## src/rtl/core/cht_pkg.sv

```systemverilog
`timescale 1ns / 1ps

package cht_pkg;

   localparam int BUCKETS_DEF = 10;
   localparam int DEPTH_DEF   = 8;

   localparam int OP_W  = 2;
   localparam int KEY_W = 63;
   localparam int STS_W = 2;

   // bucket index: key is reduced one 8-bit chunk per cycle, MSB first
   localparam int CHUNK_W   = 8;
   localparam int MOD_STEPS = 8;
   localparam int MODCNT_W  = 3;

   localparam logic [OP_W-1:0] OP_INSERT = 2'd0;
   localparam logic [OP_W-1:0] OP_SEARCH = 2'd1;
   localparam logic [OP_W-1:0] OP_DELETE = 2'd2;

   localparam logic [STS_W-1:0] STS_OK     = 2'd0;
   localparam logic [STS_W-1:0] STS_FULL   = 2'd1;
   localparam logic [STS_W-1:0] STS_ABSENT = 2'd2;

   typedef enum logic [3:0] {
      CS_IDLE,
      CS_MOD,
      CS_FILL,
      CS_SCAN_RD,
      CS_SCAN_CMP,
      CS_DECIDE,
      CS_INSERT,
      CS_SHIFT_RD,
      CS_SHIFT_WR,
      CS_DEL_FILL,
      CS_DONE
   } ctl_state_type;

   typedef struct packed {
      logic load;
      logic mod_step;
      logic fill_rd;
      logic scan_rd;
      logic scan_cmp;
      logic shift_rd;
      logic shift_wr;
      logic ins_wr;
      logic del_fill;
      logic rsp_load;
   } cht_cmd_type;

   typedef struct packed {
      logic mod_last;
      logic is_nop;
      logic is_insert;
      logic is_delete;
      logic scan_end;
      logic match;
      logic hit;
      logic full;
      logic shift_end;
      logic rsp_free;
   } cht_sts_type;

endpackage

```

## src/rtl/core/cht_ctrl.sv

```systemverilog
`timescale 1ns / 1ps

module cht_ctrl import cht_pkg::*; (
   input  logic        clock,
   input  logic        reset,
   input  logic        req_valid,
   output logic        req_ready,
   input  cht_sts_type sts,
   output cht_cmd_type cmd
);

   ctl_state_type state_ff, state_in;

   always_ff @(posedge clock) begin
      if (reset) begin
         state_ff <= CS_IDLE;
      end else begin
         state_ff <= state_in;
      end
   end

   always_comb begin
      state_in  = state_ff;
      cmd       = '0;
      req_ready = 1'b0;
      unique case (state_ff)
         CS_IDLE: begin
            req_ready = 1'b1;
            if (req_valid) begin
               cmd.load = 1'b1;
               state_in = CS_MOD;
            end
         end
         CS_MOD: begin
            cmd.mod_step = 1'b1;
            if (sts.mod_last) begin
               state_in = sts.is_nop ? CS_DONE : CS_FILL;
            end
         end
         CS_FILL: begin
            cmd.fill_rd = 1'b1;
            state_in    = CS_SCAN_RD;
         end
         CS_SCAN_RD: begin
            if (sts.scan_end) begin
               state_in = CS_DECIDE;
            end else begin
               cmd.scan_rd = 1'b1;
               state_in    = CS_SCAN_CMP;
            end
         end
         CS_SCAN_CMP: begin
            cmd.scan_cmp = 1'b1;
            state_in     = sts.match ? CS_DECIDE : CS_SCAN_RD;
         end
         CS_DECIDE: begin
            priority if (sts.is_insert) begin
               state_in = sts.full ? CS_DONE : CS_INSERT;
            end else if (sts.is_delete) begin
               state_in = sts.hit ? CS_SHIFT_RD : CS_DONE;
            end else begin
               state_in = CS_DONE;
            end
         end
         CS_INSERT: begin
            cmd.ins_wr = 1'b1;
            state_in   = CS_DONE;
         end
         CS_SHIFT_RD: begin
            if (sts.shift_end) begin
               state_in = CS_DEL_FILL;
            end else begin
               cmd.shift_rd = 1'b1;
               state_in     = CS_SHIFT_WR;
            end
         end
         CS_SHIFT_WR: begin
            cmd.shift_wr = 1'b1;
            state_in     = CS_SHIFT_RD;
         end
         CS_DEL_FILL: begin
            cmd.del_fill = 1'b1;
            state_in     = CS_DONE;
         end
         CS_DONE: begin
            // hold until the output register can take the result
            if (sts.rsp_free) begin
               cmd.rsp_load = 1'b1;
               state_in     = CS_IDLE;
            end
         end
         default: begin
            state_in = CS_IDLE;
         end
      endcase
   end

`ifndef SYNTH
   a_load_starts_mod: assert property (@(posedge clock) disable iff (reset)
      (req_valid && req_ready) |=> (state_ff == CS_MOD))
      else $error("accepted request did not start the bucket reduction");
`endif

endmodule

```

## config.mk

```make
export PLATFORM = sky130hd
export DESIGN_NAME = cht_ctrl
export DESIGN_NICKNAME = d
export VERILOG_FILES = /design/src/rtl/core/cht_pkg.sv /design/src/rtl/core/cht_ctrl.sv
export SDC_FILE = /design/constraint.sdc
export NUM_CORES = 1
export LEC_CHECK = 0
export ABC_AREA = 1
export BUFFER_PORTS_ARGS = -buffer_cell sky130_fd_sc_hd__buf_2
export CORE_AREA = 2 2 39 41
export DETAILED_ROUTE_END_ITERATION = 16
export DIE_AREA = 0 0 41 43
export PLACE_DENSITY = 0.61
export SLEW_MARGIN = 20
export SYNTH_ARGS = -nofsm -noshare
export SYNTH_HDL_FRONTEND = slang
export SYNTH_SLANG_ARGS = --single-unit
```

## constraint.sdc

```tcl
create_clock -name clock -period 3.1 [get_ports clock]
set_input_delay 0.155 -clock clock [delete_from_list [all_inputs] [get_ports clock]]
set_output_delay 0.155 -clock clock [all_outputs]
set_load 0.005 [all_outputs]
```

==> out/results.tsv, run 1 <==
metric	value	unit
Final GP Congestion	0.782	
endpoints failing setup	0	
starting density of the core	32.4	%
post-DP HPWL	962	um
DRT iter0 DRCs	0	
Clock power frac	15.2	%
CP startpoint kind	flop	
Pre-antenna DRT Iters	1	
Largest stage delay, worst path	0.35	ns
Vias/cell	4.42	
Post-CTS Setup Inserts	0	
hold buffer count at CTS	0	
Setup WS post-layout	1.77	ns
internal power	218	uW
Yosys cell types	15	
grt total ovfl	0	
pre-CTS setup slack	1.92	ns
ant diodes	0	
Die ar.	1760	sq um
Top Registers	state_ff (4)	
number of port buffers	23	
via count	544	
area delta synth->final	35.2	%
Max Cap Violations	0	
post-synthesis instance area	448	sq um
switching share of power	49.1	%
PwrDens	707	nW/um^2
Setup crit end kind	output port	
share of cells above drive strength 1	40.2	%
Seq/Total Area, Yosys	17.9	%
# nets final	122	
Max FO, Critical Path	4	
reg-to-reg setup timing slack	1.94	ns
destination of the critical timing path	cmd[9]	
Post-Syn Instances	81	
Floorplan Core Area	1380	sq um
initial antenna violation count	0	
status	complete, no violations	
Area after DPL	583	sq um
deepest clock path buffer count	2	
f_max	751	MHz
CTS root buf	clkbuf_4	
number of remaining DRC errors	0	
Hold Vio Cnt, Final	0	
Flop pwr share	21.5	%
max reg flops	4	
Critical Path RT	2.94	ns
worst hold slack	0.133	ns
clock skew	0.000645	ns
Clk Latency, worst-skew pair	0.23	ns
# H-tree levels	1	
unrepaired setup endpoints after global routing	no	
total track usage	15.0	%
Slew Viols, Final	0	
R2R Path End	state_ff[3]$_SDFFE_PP0P_	
#FFs+latches synth	4	
Post-Layout Inst Area	606	sq um
final setup TNS	0	ns
worst-margin pin slew	0.236	ns
CP dominant cell by count	nor2_1	
CP Data Arrival Time	1.18	ns
die width	41	um
Setup crit start	state_ff[2]$_SDFFE_PP0P_	
clk sink count	4	
CTS clk-pin slew, worst paths	0.04	ns
Avg WL per Cell	8.65	um
Max IR drop VDD	0.000422	V
Worst Hold Class	in -> reg	
Mapped Nets	94	
minimum clock period	1.33	ns
syn_area_per_cell	5.53	sq um
Syn. warnings	0	
CP Cell Sequence	nor2_1, nand2_1, nor2_1, buf_2	
crit share post-route	43.0	%
Combinational Power Share	63.3	%
beginning of the worst hold path	reset	
Top Ports	24	
row cnt	14	
P_sw	210	uW
Biggest register	state_ff	
DRT antenna net count	0	
Leak	0.383	nW
Worst path slowest cell	dfxtp_1	
CTS tree	yes	
Post-Route WL	1060	um
fin util	43.8	%
r2r startpoint	state_ff[2]$_SDFFE_PP0P_	
Die H	43	um
first-pass GRT wire length	1810	um
# resized after CTS	0	
total CTS buffers	3	
Crit Path Class	reg -> out	
largest net degree at the start of global routing	6	
number of global-route vias before repair	510	
relative slew slack	84.2	%
r2r worst-path depth	6	
power groups by stage:
stage	combinational, mW	clock (mW)	sequential (mW)
5_1_grt	0.310	0.0710	0.0957
4_1_cts	0.275	0.0668	0.0911
2_1_floorplan	0.199	0	0.0886
6_report	0.271	0.0652	0.0921
3_3_place_gp	0.273	0	0.0909
3_5_place_dp	0.273	0	0.0919
how the worst min path moves through the flow:
stage / end / slack, ns / depth (start not counted)
floorplan: state_ff[0]$_SDFFE_PP0P_ / 0.22 / 1
global placement: state_ff[3]$_SDFFE_PP0P_ / 0.37 / 2
detailed placement: state_ff[1]$_SDFFE_PP0P_ / 0.38 / 2
CTS: state_ff[1]$_SDFFE_PP0P_ / 0.13 / 2
global route: state_ff[0]$_SDFFE_PP0P_ / 0.14 / 2
finish: state_ff[1]$_SDFFE_PP0P_ / 0.13 / 2
cell usage in the layout (no fill, tap or decap):
cell type / n
nand3_1: 4
o21ai_0: 1
a21oi_1: 3
nor2_4: 3
nor3_1: 1
inv_2: 2
nand2_1: 22
o21ai_2: 2
nor2_2: 4
buf_2: 23
dfxtp_1: 4
inv_1: 15
nand2_4: 1
nand2_2: 5
clkbuf_4: 3
nor2_1: 13
a41oi_1: 1
cell type report:
cell class	instances	area [sq um]
clock buffers	3	22.5
fillers	155	778
inverters	17	63.8
multi-input cells	60	304
flip-flops and latches	4	80.1
well taps	16	20.0
repair buffers	23	115
synth_stat cells (all sizes together):
cell | instances | share of area, %
nand2 | 28 | 28
nor2 | 20 | 24
inv | 17 | 14
dfxtp | 4 | 18
nand3 | 4 | 4.5
a21oi | 3 | 3.4
o21ai | 3 | 5.0
a41oi | 1 | 2.0
nor3 | 1 | 1.1
logic make-up after synthesis:
kind of cell | after synthesis | synth area share [%]
flip-flops | 4 | 17.9
AND/OR/NAND/NOR | 53 | 57.5
buffers and inverters | 17 | 14.2
AO/OA/AOI/OAI | 7 | 10.3
through the flow:
stage / std cells / power (mW)
after floorplan: 81 / 0.287
after global placement: 120 / 0.364
after detailed placement: 120 / 0.365
after CTS: 123 / 0.433
after global routing: 123 / 0.477
final: 123 / 0.428
critical path, delay by kind of cell, from the launching register on:
kind	cells	cell delay, ns
AND/OR/NAND/NOR	3	0.48
flip-flops	1	0.35
buffers and inverters	1	0.11
layer usage:
metal / routed length, um / GRT usage [%] / vias up / share of wire [%]
met4: 0 / 8.00 / 0 / 0
met5: 0 / 0 / - / 0
met2: 539 / 24.1 / 13 / 51
li1: - / - / 295 / -
met3: 45 / 3.14 / 0 / 4.2
met1: 479 / 17.4 / 236 / 45
Power figures use the tool's default switching activity.
==> run 2, diff against run 1 <==
==> constraint.sdc (replaced) <==
create_clock -name clock -period 1.3 [get_ports clock]
set_input_delay 0.065 -clock clock [delete_from_list [all_inputs] [get_ports clock]]
set_output_delay 0.065 -clock clock [all_outputs]
set_load 0.005 [all_outputs]
==> out/results.tsv, run 2 (synthesized netlist as in run 1, its figures left out) <==
metric	value	unit
Biggest register	state_ff	
CP Cell Sequence	inv_2, nor2_4, nand2_1, inv_1, buf_2	
CTS root buf	clkbuf_4	
clock skew	0.000645	ns
Worst path slowest cell	dfxtp_1	
number of global-route vias before repair	510	
Final Power	1.04	mW
clk sink count	4	
Max IR drop VDD	0.00101	V
max reg flops	4	
relative slew slack	84.7	%
total CTS buffers	3	
Top Registers	state_ff (4)	
status	complete, no violations	
crit share post-route	92.8	%
number of remaining DRC errors	0	
Slew Viols, Final	0	
Post-Route WL	1090	um
Flop pwr share	22.2	%
deepest clock path buffer count	2	
kind of cell adding the most delay to the critical path	flip-flops	
f_max	829	MHz
Pre-antenna DRT Iters	1	
Crit Path Class	reg -> out	
switching share of power	48.9	%
CTS clk-pin slew, worst paths	0.04	ns
first-pass GRT wire length	1810	um
Die ar.	1760	sq um
Avg WL per Cell	8.86	um
share of cells above drive strength 1	43.9	%
row cnt	14	
DRT iter0 DRCs	0	
minimum clock period	1.21	ns
die width	41	um
Setup crit end kind	output port	
worst-margin pin slew	0.229	ns
largest net degree at the start of global routing	6	
Max Cap Violations	0	
Final GP Congestion	0.781	
Largest stage delay, worst path	0.43	ns
Layout fillers	157	
Critical Path RT	1.24	ns
most frequent cells in the layout	buf_2 (23), nand2_1 (22), inv_1 (15), nor2_1 (12)	
CP startpoint kind	flop	
ant diodes	0	
PwrDens	1690	nW/um^2
via count	547	
endpoints failing setup	0	
P_sw	506	uW
Leak	0.385	nW
WP buf/inv	3	
commonest non-fill, non-tap cell in the layout	buf_2	
initial antenna violation count	0	
number of port buffers	23	
starting density of the core	32.4	%
internal power	530	uW
CP Data Arrival Time	1.14	ns
Floorplan Core Area	1380	sq um
post-DP HPWL	962	um
CTS tree	yes	
Vias/cell	4.45	
grt total ovfl	0	
Clk Latency, worst-skew pair	0.23	ns
# nets final	122	
# H-tree levels	1	
Setup WS post-layout	0.0938	ns
Max FO, Critical Path	4	
total track usage	15.0	%
Worst Hold Class	in -> reg	
Top Ports	24	
Combinational Power Share	62.8	%
Die H	43	um
area delta synth->final	36.6	%
Hold Vio Cnt, Final	0	
DRT antenna net count	0	
hold buffer count at CTS	0	
Clock power frac	15.0	%
pre-CTS setup slack	0.121	ns
==> run 2: final cells by class <==
type | instances | area (sq um) | area share (%)
multi-input combinational | 60 | 307 | 50.1
timing repair buffer | 23 | 115 | 18.8
sequential | 4 | 83.8 | 13.7
inverter | 17 | 63.8 | 10.4
clock buffer | 3 | 22.5 | 3.68
tap | 16 | 20.0 | 3.27
==> run 2: what timing repair did <==
| item | CTS | global route |
|---|---|---|
| buffers inserted | 0 | 0 |
| endpoints found under the hold margin | 0 | 0 |
| setup endpoints to repair | 0 | 8 |
| resized for setup | 0 | 4 |
==> run 2: per-layer routing <==
layer / wire [um] / track usage (%)
met5: 0 / 0
met1: 484 / 17.4
met3: 45 / 3.14
met2: 560 / 24.1
met4: 0 / 8.00
==> run 2: worst paths after layout <==
kind	start	to	slack [ns]	cells after the start
hold reg to reg	state_ff[0]$_SDFFE_PP0P_	state_ff[0]$_SDFFE_PP0P_	0.66	4
hold / removal	reset	state_ff[1]$_SDFFE_PP0P_	0.04	2
setup reg to reg	state_ff[2]$_SDFFE_PP0P_	state_ff[3]$_SDFFE_PP0P_	0.12	8
setup / recovery	state_ff[2]$_SDFFE_PP0P_	cmd[2]	0.09	5
==> run 2: worst reg2reg max path: cells and delay by family (launching register included) <==
family                 cells  cell delay [ns]
AND/OR/NAND/NOR            6             0.47
flip-flops                 1             0.43
AO/OA/AOI/OAI              1             0.11
buffers and inverters      1             0.09
==> run 2: power by group through the flow <==
stage          sequential (mW)  clock (mW)  combinational, mW
4_1_cts                  0.217       0.159              0.657
3_3_place_gp             0.217           0              0.652
2_1_floorplan            0.211           0              0.474
3_5_place_dp             0.219           0              0.652
5_1_grt                  0.238       0.169              0.743
6_report                 0.230       0.155              0.651
==> run 2: metrics by stage <==
step / setup TNS (ns) / area (sq um) / instances / utilization [%] / hold slack [ns]
floorplan: 0 / 448 / 81 / - / 0.134
detailed placement: 0 / 583 / 120 / 42.1 / 0.287
global placement: 0 / 583 / 120 / 42.1 / 0.284
finish: 0 / 612 / 123 / 44.2 / 0.0361
CTS: 0 / 606 / 123 / 43.8 / 0.0383
global route: -0.0182 / 612 / 123 / 44.2 / 0.0473
